**src/str_pkg.sv**
```systemverilog
`timescale 1ns / 1ps

package str_pkg;

	localparam int TIME_BITS = 48;
	localparam int CFG_BITS = 32;
	localparam int SPEED_BITS = 16;
	localparam int FRAC_BITS = 8;
	localparam int STEP_BITS = 16;
	localparam int OP_BITS = 3;
	localparam int STATUS_BITS = 3;
	localparam int CFG_IDX_BITS = 2;
	localparam int CMP_BITS = (TIME_BITS > CFG_BITS) ? TIME_BITS : CFG_BITS;
	localparam int PROD_BITS = TIME_BITS + SPEED_BITS;

	localparam logic [OP_BITS-1:0] OP_SAMPLE = 3'd0;
	localparam logic [OP_BITS-1:0] OP_RESTART = 3'd1;
	localparam logic [OP_BITS-1:0] OP_SET_TIME = 3'd2;
	localparam logic [OP_BITS-1:0] OP_PAUSE = 3'd3;
	localparam logic [OP_BITS-1:0] OP_RESUME = 3'd4;
	localparam logic [OP_BITS-1:0] OP_STEP = 3'd5;

	localparam logic [STATUS_BITS-1:0] ST_ADVANCED = 3'd0;
	localparam logic [STATUS_BITS-1:0] ST_NOT_DUE = 3'd1;
	localparam logic [STATUS_BITS-1:0] ST_PAUSED = 3'd2;
	localparam logic [STATUS_BITS-1:0] ST_NEGATIVE = 3'd3;
	localparam logic [STATUS_BITS-1:0] ST_ZERO = 3'd4;
	localparam logic [STATUS_BITS-1:0] ST_DONE = 3'd5;

	localparam logic [CFG_IDX_BITS-1:0] CFG_SLEEP_PERIOD = 2'd0;
	localparam logic [CFG_IDX_BITS-1:0] CFG_EVAL_PERIOD = 2'd1;
	localparam logic [CFG_IDX_BITS-1:0] CFG_SIM_STEP = 2'd2;
	localparam logic [CFG_IDX_BITS-1:0] CFG_SPEED = 2'd3;

	localparam logic [SPEED_BITS-1:0] SPEED_RESET = 16'd256;

	typedef struct packed {
		logic [OP_BITS-1:0]   operation;
		logic [TIME_BITS-1:0] time_value;
		logic [STEP_BITS-1:0] step_count;
	} cmd_word_t;

	typedef struct packed {
		logic                   advanced;
		logic [STATUS_BITS-1:0] status;
		logic [TIME_BITS-1:0]   out_step;
		logic [TIME_BITS-1:0]   out_now;
	} res_word_t;

	typedef struct packed {
		logic [CFG_BITS-1:0]   sleep_period;
		logic [CFG_BITS-1:0]   eval_period;
		logic [CFG_BITS-1:0]   sim_step;
		logic [SPEED_BITS-1:0] speed;
	} cfg_t;

	// val: real delta after control, step after scaling, or new time on set_time
	typedef struct packed {
		logic                   set_time;
		logic                   advanced;
		logic [STATUS_BITS-1:0] status;
		logic [TIME_BITS-1:0]   val;
	} pipe_word_t;

endpackage

```
**src/str_cfg.sv**
```systemverilog
`timescale 1ns / 1ps

module str_cfg import str_pkg::*; (
	input  logic                    clk,
	input  logic                    arst_n,
	input  logic                    cfg_we,
	input  logic [CFG_IDX_BITS-1:0] cfg_idx,
	input  logic [CFG_BITS-1:0]     cfg_data,
	output cfg_t                    cfg
);

	cfg_t cfg_q;

	always_ff @(posedge clk or negedge arst_n) begin
		if (!arst_n) begin
			cfg_q.sleep_period <= '0;
			cfg_q.eval_period <= '0;
			cfg_q.sim_step <= '0;
			cfg_q.speed <= SPEED_RESET;
		end else if (cfg_we) begin
			unique case (cfg_idx)
				CFG_SLEEP_PERIOD: cfg_q.sleep_period <= cfg_data;
				CFG_EVAL_PERIOD:  cfg_q.eval_period <= cfg_data;
				CFG_SIM_STEP:     cfg_q.sim_step <= cfg_data;
				CFG_SPEED:        cfg_q.speed <= cfg_data[SPEED_BITS-1:0];
				default: ;
			endcase
		end
	end

	assign cfg = cfg_q;

endmodule

```
**src/str_ctrl.sv**
```systemverilog
`timescale 1ns / 1ps

module str_ctrl import str_pkg::*; (
	input  logic       clk,
	input  logic       arst_n,
	input  cfg_t       cfg,
	input  logic       cmd_valid,
	output logic       cmd_stall,
	input  cmd_word_t  cmd,
	output logic       s2_valid,
	input  logic       s2_stall,
	output pipe_word_t s2_word
);

	logic       vld_s1;
	cmd_word_t  cmd_s1;
	logic       vld_s2;
	pipe_word_t word_s2;

	logic                 started_q, pause_pend_q, resume_pend_q, paused_q;
	logic [TIME_BITS-1:0] origin_q, last_loop_q, base_q, eval_acc_q, pend_q;
	logic [STEP_BITS-1:0] steps_q;

	logic                 started_n, pause_pend_n, resume_pend_n, paused_n;
	logic [TIME_BITS-1:0] origin_n, last_loop_n, base_n, eval_acc_n, pend_n;
	logic [STEP_BITS-1:0] steps_n;
	pipe_word_t           w2;

	logic                 ld1, ld2, fire1;
	logic [TIME_BITS-1:0] tv, rel_time, dt, ea_sum, pend_sum;
	logic                 neg, zero_ok, due, steps_nz, paused_eval;

	assign ld2 = !vld_s2 || !s2_stall;
	assign fire1 = vld_s1 && ld2;
	assign ld1 = !vld_s1 || fire1;
	assign cmd_stall = !ld1;

	// base_q holds the last sample time, i.e. origin plus last loop time
	assign tv = cmd_s1.time_value;
	assign rel_time = started_q ? (tv - origin_q) : '0;
	assign dt = started_q ? (tv - base_q) : '0;
	assign neg = started_q && (rel_time < last_loop_q);
	assign zero_ok = (cfg.sleep_period == '0) && (cfg.eval_period == '0) &&
		(cfg.sim_step != '0);
	assign ea_sum = eval_acc_q + dt;
	assign pend_sum = pend_q + dt;
	assign due = (cfg.eval_period == '0) ||
		(CMP_BITS'(ea_sum) >= CMP_BITS'(cfg.eval_period));
	assign steps_nz = (steps_q != '0);
	assign paused_eval = (steps_nz || resume_pend_q) ? 1'b0 : (paused_q || pause_pend_q);

	always_comb begin
		started_n = started_q;
		pause_pend_n = pause_pend_q;
		resume_pend_n = resume_pend_q;
		paused_n = paused_q;
		origin_n = origin_q;
		last_loop_n = last_loop_q;
		base_n = base_q;
		eval_acc_n = eval_acc_q;
		pend_n = pend_q;
		steps_n = steps_q;
		w2.set_time = 1'b0;
		w2.advanced = 1'b0;
		w2.status = ST_DONE;
		w2.val = '0;
		unique case (cmd_s1.operation)
			OP_SAMPLE: begin
				started_n = 1'b1;
				if (!started_q) begin
					origin_n = tv;
				end
				last_loop_n = rel_time;
				base_n = tv;
				if (neg) begin
					w2.status = ST_NEGATIVE;
				end else if ((dt == '0) && !zero_ok) begin
					w2.status = ST_ZERO;
				end else if (!due) begin
					eval_acc_n = ea_sum;
					pend_n = pend_sum;
					w2.status = ST_NOT_DUE;
				end else begin
					eval_acc_n = (cfg.eval_period == '0) ? ea_sum : '0;
					pend_n = '0;
					paused_n = paused_eval;
					resume_pend_n = 1'b0;
					pause_pend_n = steps_nz;
					steps_n = steps_nz ? (steps_q - 1'b1) : steps_q;
					if (paused_eval) begin
						w2.status = ST_PAUSED;
					end else begin
						w2.advanced = 1'b1;
						w2.status = ST_ADVANCED;
						w2.val = pend_sum;
					end
				end
			end
			OP_RESTART: begin
				origin_n = tv;
				last_loop_n = '0;
				base_n = tv;
				started_n = 1'b1;
			end
			OP_SET_TIME: begin
				eval_acc_n = '0;
				w2.set_time = 1'b1;
				w2.val = tv;
			end
			OP_PAUSE:  pause_pend_n = 1'b1;
			OP_RESUME: resume_pend_n = 1'b1;
			OP_STEP:   steps_n = cmd_s1.step_count;
			default: ;
		endcase
	end

	always_ff @(posedge clk or negedge arst_n) begin
		if (!arst_n) begin
			vld_s1 <= 1'b0;
			vld_s2 <= 1'b0;
			started_q <= 1'b0;
			pause_pend_q <= 1'b0;
			resume_pend_q <= 1'b0;
			paused_q <= 1'b0;
			origin_q <= '0;
			last_loop_q <= '0;
			base_q <= '0;
			eval_acc_q <= '0;
			pend_q <= '0;
			steps_q <= '0;
		end else begin
			if (ld1) begin
				vld_s1 <= cmd_valid;
			end
			if (ld2) begin
				vld_s2 <= vld_s1;
			end
			if (fire1) begin
				started_q <= started_n;
				pause_pend_q <= pause_pend_n;
				resume_pend_q <= resume_pend_n;
				paused_q <= paused_n;
				origin_q <= origin_n;
				last_loop_q <= last_loop_n;
				base_q <= base_n;
				eval_acc_q <= eval_acc_n;
				pend_q <= pend_n;
				steps_q <= steps_n;
			end
		end
	end

	always_ff @(posedge clk) begin
		if (ld1 && cmd_valid) begin
			cmd_s1 <= cmd;
		end
		if (fire1) begin
			word_s2 <= w2;
		end
	end

	assign s2_valid = vld_s2;
	assign s2_word = word_s2;

endmodule

```
**src/str_scale.sv**
```systemverilog
`timescale 1ns / 1ps

module str_scale import str_pkg::*; (
	input  logic       clk,
	input  logic       arst_n,
	input  cfg_t       cfg,
	input  logic       s2_valid,
	output logic       s2_stall,
	input  pipe_word_t s2_word,
	output logic       s3_valid,
	input  logic       s3_stall,
	output pipe_word_t s3_word
);

	logic                 vld_s3;
	pipe_word_t           word_s3;
	logic                 ld3;
	logic [PROD_BITS-1:0] prod;
	logic [TIME_BITS-1:0] step;
	pipe_word_t           w3;

	assign ld3 = !vld_s3 || !s3_stall;
	assign s2_stall = !ld3;

	// real delta times speed in 8.8, fraction dropped
	assign prod = PROD_BITS'(s2_word.val) * PROD_BITS'(cfg.speed);
	assign step = (cfg.sim_step != '0) ? TIME_BITS'(cfg.sim_step) :
		prod[TIME_BITS+FRAC_BITS-1:FRAC_BITS];

	always_comb begin
		w3 = s2_word;
		if (s2_word.advanced) begin
			w3.val = step;
		end
	end

	always_ff @(posedge clk or negedge arst_n) begin
		if (!arst_n) begin
			vld_s3 <= 1'b0;
		end else if (ld3) begin
			vld_s3 <= s2_valid;
		end
	end

	always_ff @(posedge clk) begin
		if (ld3 && s2_valid) begin
			word_s3 <= w3;
		end
	end

	assign s3_valid = vld_s3;
	assign s3_word = word_s3;

endmodule

```
**src/str_out.sv**
```systemverilog
`timescale 1ns / 1ps

module str_out import str_pkg::*; (
	input  logic       clk,
	input  logic       arst_n,
	input  logic       s3_valid,
	output logic       s3_stall,
	input  pipe_word_t s3_word,
	output logic       res_valid,
	input  logic       res_stall,
	output res_word_t  res
);

	logic                 vld_s4;
	res_word_t            res_s4;
	logic [TIME_BITS-1:0] now_q, now_n;
	logic                 ld4, fire3;

	assign ld4 = !vld_s4 || !res_stall;
	assign fire3 = ld4 && s3_valid;
	assign s3_stall = !ld4;

	always_comb begin
		now_n = now_q;
		if (s3_word.set_time) begin
			now_n = s3_word.val;
		end else if (s3_word.advanced) begin
			now_n = now_q + s3_word.val;
		end
	end

	always_ff @(posedge clk or negedge arst_n) begin
		if (!arst_n) begin
			vld_s4 <= 1'b0;
			now_q <= '0;
		end else begin
			if (ld4) begin
				vld_s4 <= s3_valid;
			end
			if (fire3) begin
				now_q <= now_n;
			end
		end
	end

	always_ff @(posedge clk) begin
		if (fire3) begin
			res_s4.advanced <= s3_word.advanced;
			res_s4.status <= s3_word.status;
			res_s4.out_step <= s3_word.advanced ? s3_word.val : '0;
			res_s4.out_now <= now_n;
		end
	end

	assign res_valid = vld_s4;
	assign res = res_s4;

endmodule

```
**src/sim_time_step_regulator.sv**
```systemverilog
// channel | valid     | stall     | word
// command | cmd_valid | cmd_stall | cmd (operation, time_value, step_count)
// result  | res_valid | res_stall | res (advanced, status, out_step, out_now)
// config  | cfg_we    | -         | cfg_idx, cfg_data
// One word per cycle while res_stall is low; a taken command passes through the
// input register, control stage, multiply stage and result register in turn.
// The multiply stage holds the step (real delta times speed, or sim_step when
// nonzero); output time is kept in the result stage.
// Reset clears all control and config state and empties the pipeline; speed resets to 1.0.
// Result stall freezes the result register; earlier stages keep filling
// until all four are full, then cmd_stall rises.
`timescale 1ns / 1ps

module sim_time_step_regulator import str_pkg::*; (
	input  logic                    clk,
	input  logic                    arst_n,
	input  logic                    cmd_valid,
	output logic                    cmd_stall,
	input  cmd_word_t               cmd,
	output logic                    res_valid,
	input  logic                    res_stall,
	output res_word_t               res,
	input  logic                    cfg_we,
	input  logic [CFG_IDX_BITS-1:0] cfg_idx,
	input  logic [CFG_BITS-1:0]     cfg_data
);

	cfg_t       cfg;
	logic       s2_valid, s2_stall, s3_valid, s3_stall;
	pipe_word_t s2_word, s3_word;

	str_cfg u_cfg (
		.clk      (clk),
		.arst_n   (arst_n),
		.cfg_we   (cfg_we),
		.cfg_idx  (cfg_idx),
		.cfg_data (cfg_data),
		.cfg      (cfg)
	);

	str_ctrl u_ctrl (
		.clk       (clk),
		.arst_n    (arst_n),
		.cfg       (cfg),
		.cmd_valid (cmd_valid),
		.cmd_stall (cmd_stall),
		.cmd       (cmd),
		.s2_valid  (s2_valid),
		.s2_stall  (s2_stall),
		.s2_word   (s2_word)
	);

	str_scale u_scale (
		.clk      (clk),
		.arst_n   (arst_n),
		.cfg      (cfg),
		.s2_valid (s2_valid),
		.s2_stall (s2_stall),
		.s2_word  (s2_word),
		.s3_valid (s3_valid),
		.s3_stall (s3_stall),
		.s3_word  (s3_word)
	);

	str_out u_out (
		.clk       (clk),
		.arst_n    (arst_n),
		.s3_valid  (s3_valid),
		.s3_stall  (s3_stall),
		.s3_word   (s3_word),
		.res_valid (res_valid),
		.res_stall (res_stall),
		.res       (res)
	);

endmodule

```
**config.mk**
```make
export PLATFORM = sky130hd
export DESIGN_NAME = sim_time_step_regulator
export DESIGN_NICKNAME = d
export VERILOG_FILES = /design/src/str_pkg.sv /design/src/str_cfg.sv /design/src/str_ctrl.sv /design/src/str_scale.sv /design/src/str_out.sv /design/src/sim_time_step_regulator.sv
export SDC_FILE = /design/constraint.sdc
export NUM_CORES = 2
export LEC_CHECK = 0
export BUFFER_PORTS_ARGS = -buffer_cell sky130_fd_sc_hd__clkbuf_2
export CAP_MARGIN = 25
export CORE_UTILIZATION = 65
export DETAILED_ROUTE_END_ITERATION = 8
export PLACE_DENSITY_LB_ADDON = 0.2
export SYNTH_ARGS = -nofsm -noshare
export SYNTH_HDL_FRONTEND = slang
export SYNTH_SLANG_ARGS = --single-unit
```
**constraint.sdc**
```tcl
create_clock -name clk -period 15.75 [get_ports clk]
set_clock_uncertainty 0.1 [all_clocks]
set_input_delay 1.575 -clock clk [delete_from_list [all_inputs] [get_ports clk]]
set_output_delay 1.575 -clock clk [all_outputs]
set_load 0.03 [all_outputs]
```
==> results.toml <==
[setup_path]
regToRegSetupSlack_ns = 5.98
cp.arrival_ns = 10.07
start_kind = "flip-flop"
cp.required_ns = 16.05
cp_max_fo = 35
critPathMaxStageDelay_ns = 0.54
cp-end-kind = "flip-flop"
crit_type = "reg2reg"
critPathSlowestCell = "inv_2"
cp_common_cell = "a21o_1"

[cts]
hold_buffers = 0
cts_tree = "done"
clock-sinks = 697
cts_buffers = 79
insertion_delay_ns = 0.68
cts_max_level = 3
cts_buffer_depth = 3
cts.reportedPaths.clkPinSlew_ns = 0.06
cts_resized = 0
clock-root-buffer = "clkbuf_16"
postCtsSetupBuffers = 0

[route]
routed_wl_um = 175000
via_count = 49300
drt_pass1_iterations = 6
drt_iter0_markers = 4606
viasPerCell = 6.18
postRouteAntennaNets = 0
post-route-drc-count = 0
routedWlPerCell_um = 21.9

[yosys]
ys_types = 91
synth-seq-cells = 697
yosysSeqAreaShare = 0.296
synthesis.nets = 7751
synthFlopType = "dfrtp_1"
avgSynthCellArea_um2 = 9.60
synthArstFlopShare = 0.608
synth_edf_count = 273
synth_warnings = 0
synth_area_um2 = 63500
postSynthCellCount = 6612

[timing]
holdWs_ns = 0.320
period_needed_ns = 9.77
max_freq_ghz = 0.102
finalHoldViolations = 0
rsz0062_at_grt = "false"
finalSetupTns_ns = 0
fin_crit_sh = 0.620
fin_ws_ns = 5.98
slew_headroom = 0.173
worst_pin_slew_ns = 1.21
setup_viol = 0
slew_violations = 0

[hold_path]
min_path_type = "reg2reg"

[layout]
finalNetCount = 7780
mostFrequentLayoutCells = "nand2_1 (972), inv_1 (776), fa_1 (620)"
drive_above_1_share = 0.107
fillerInstances = 7263
area_growth_pct = 7.45
final_common_cell = "nand2_1"

[die]
core_um2 = 96700
start_util = 0.656
io_pins = 208
num_rows = 114
dieArea_um2 = 98900
die_x_um = 314
die_h_um = 314

[global_route]
overflow = 0
grt_pass1_vias = 50500
grt_max_degree = 156
groute.usage.overall = 0.360
grt_pass1_wl_um = 277000
antenna_found_initial = 10

[placed_design]
port-buffer-count = 207
gp_congestion = 0.941
dpl_worst_slack_ns = 6.12
dpl.hpwl_um = 130000

[flow_run]
maxCapViolCount = 0

[status]
outcome = "finished clean"
## kinds of logic after synthesis
family                     synth area share
and+or+nand+nor                       0.143
AOI/OAI and AO/OA                     0.133
buffers and inverters                0.0670
adders and majority gates             0.277
DFF                                   0.296
muxes                                0.0488
xor gates and xnor gates             0.0351
## cell usage after synthesis (44+ instances only)
| cell | count | share of area |
|---|---|---|
| nor3_1 | 58 | 0.0046 |
| a22o_1 | 78 | 0.011 |
| o31ai_1 | 50 | 0.0059 |
| o21ai_0 | 234 | 0.018 |
| fa_1 | 620 | 0.20 |
| and2_1 | 274 | 0.027 |
| nand3_1 | 100 | 0.0079 |
| xor2_1 | 98 | 0.014 |
| xnor2_1 | 156 | 0.022 |
| a21oi_1 | 359 | 0.028 |
| nor2_1 | 235 | 0.014 |
| o21ai_1 | 49 | 0.0039 |
| mux2_2 | 243 | 0.043 |
| nor2b_1 | 49 | 0.0048 |
| inv_1 | 779 | 0.046 |
| nand4_1 | 53 | 0.0052 |
| o21a_1 | 46 | 0.0054 |
| nand2_1 | 972 | 0.057 |
| a21o_1 | 162 | 0.019 |
| clkbuf_1 | 290 | 0.017 |
| nor4_1 | 44 | 0.0043 |
| ha_1 | 413 | 0.081 |
| dfrtp_1 | 423 | 0.17 |
| o21bai_1 | 50 | 0.0059 |
| edfxtp_1 | 273 | 0.13 |
## cell type report
type / instances / area [µm²] / area share
Tap cell: 1276 / 1600 / 0.0234
Sequential cell: 697 / 18800 / 0.276
Antenna cell: 4 / 10.0 / 0.000147
Multi-Input combinational cell: 4803 / 40400 / 0.593
Clock buffer: 102 / 2190 / 0.0321
Timing Repair Buffer: 279 / 1650 / 0.0242
Inverter: 781 / 2940 / 0.0431
Clock inverter: 45 / 544 / 0.00798
## registers in the layout, summed over array words and instances, names as in the netlist, 53 cells and up
signal           flops
u_ctrl.s2_word      53
u_cfg.cfg          112
u_scale.s3_word     53
u_out.res          100
## stage by stage
stage / cell area, µm² / util / std cells
floorplan: 63500 / - / 6612
global placement: 65400 / 0.676 / 7832
detailed placement: 65400 / 0.676 / 7833
CTS: 68100 / 0.704 / 7980
global route: 68200 / 0.705 / 7986
finish: 68200 / 0.705 / 7987
## worst max-delay path, delay by kind of cell, from the launching register on
| kind | cells | cell delay, ns |
|---|---|---|
| compound gates | 18 | 4.16 |
| buf+inv | 4 | 1.24 |
| fa+ha+maj | 3 | 0.96 |
| xor+xnor | 2 | 0.39 |
| flops | 1 | 0.48 |
| simple gates | 13 | 2.16 |
## layer usage
metal | GRT usage | share of wire | up-vias
met1 | 0.475 | 0.40 | 24500
met4 | 0.175 | 0.055 | 10
met5 | 0 | 0.00043 | -
li1 | - | - | 22300
met3 | 0.0550 | 0.073 | 450
met2 | 0.585 | 0.47 | 2091
## path summary, 6_finish.rpt
| kind | from | endpoint | depth (start not counted) |
|---|---|---|---|
| worst min-delay path | u_ctrl.s2_word[52]$_DFFE_PP_ | u_scale.s3_word[52]$_DFFE_PP_ | 0 |
| max in group asynchronous | arst_n | u_ctrl.started_q$_DFFE_PN0P_ | 3 |
| worst min register to register | u_ctrl.s2_word[52]$_DFFE_PP_ | u_scale.s3_word[52]$_DFFE_PP_ | 0 |
| worst max register to register | u_ctrl.tv[1]$_DFFE_PP_ | u_ctrl.s2_word[46]$_DFFE_PP_ | 40 |
| min in group asynchronous | arst_n | u_out.now_q[7]$_DFFE_PN0P_ | 1 |
| worst max-delay path | u_ctrl.tv[1]$_DFFE_PP_ | u_ctrl.s2_word[46]$_DFFE_PP_ | 40 |
Power is not shown: default switching activity piles up to over one toggle a cycle in this logic, so the estimate is an artifact.
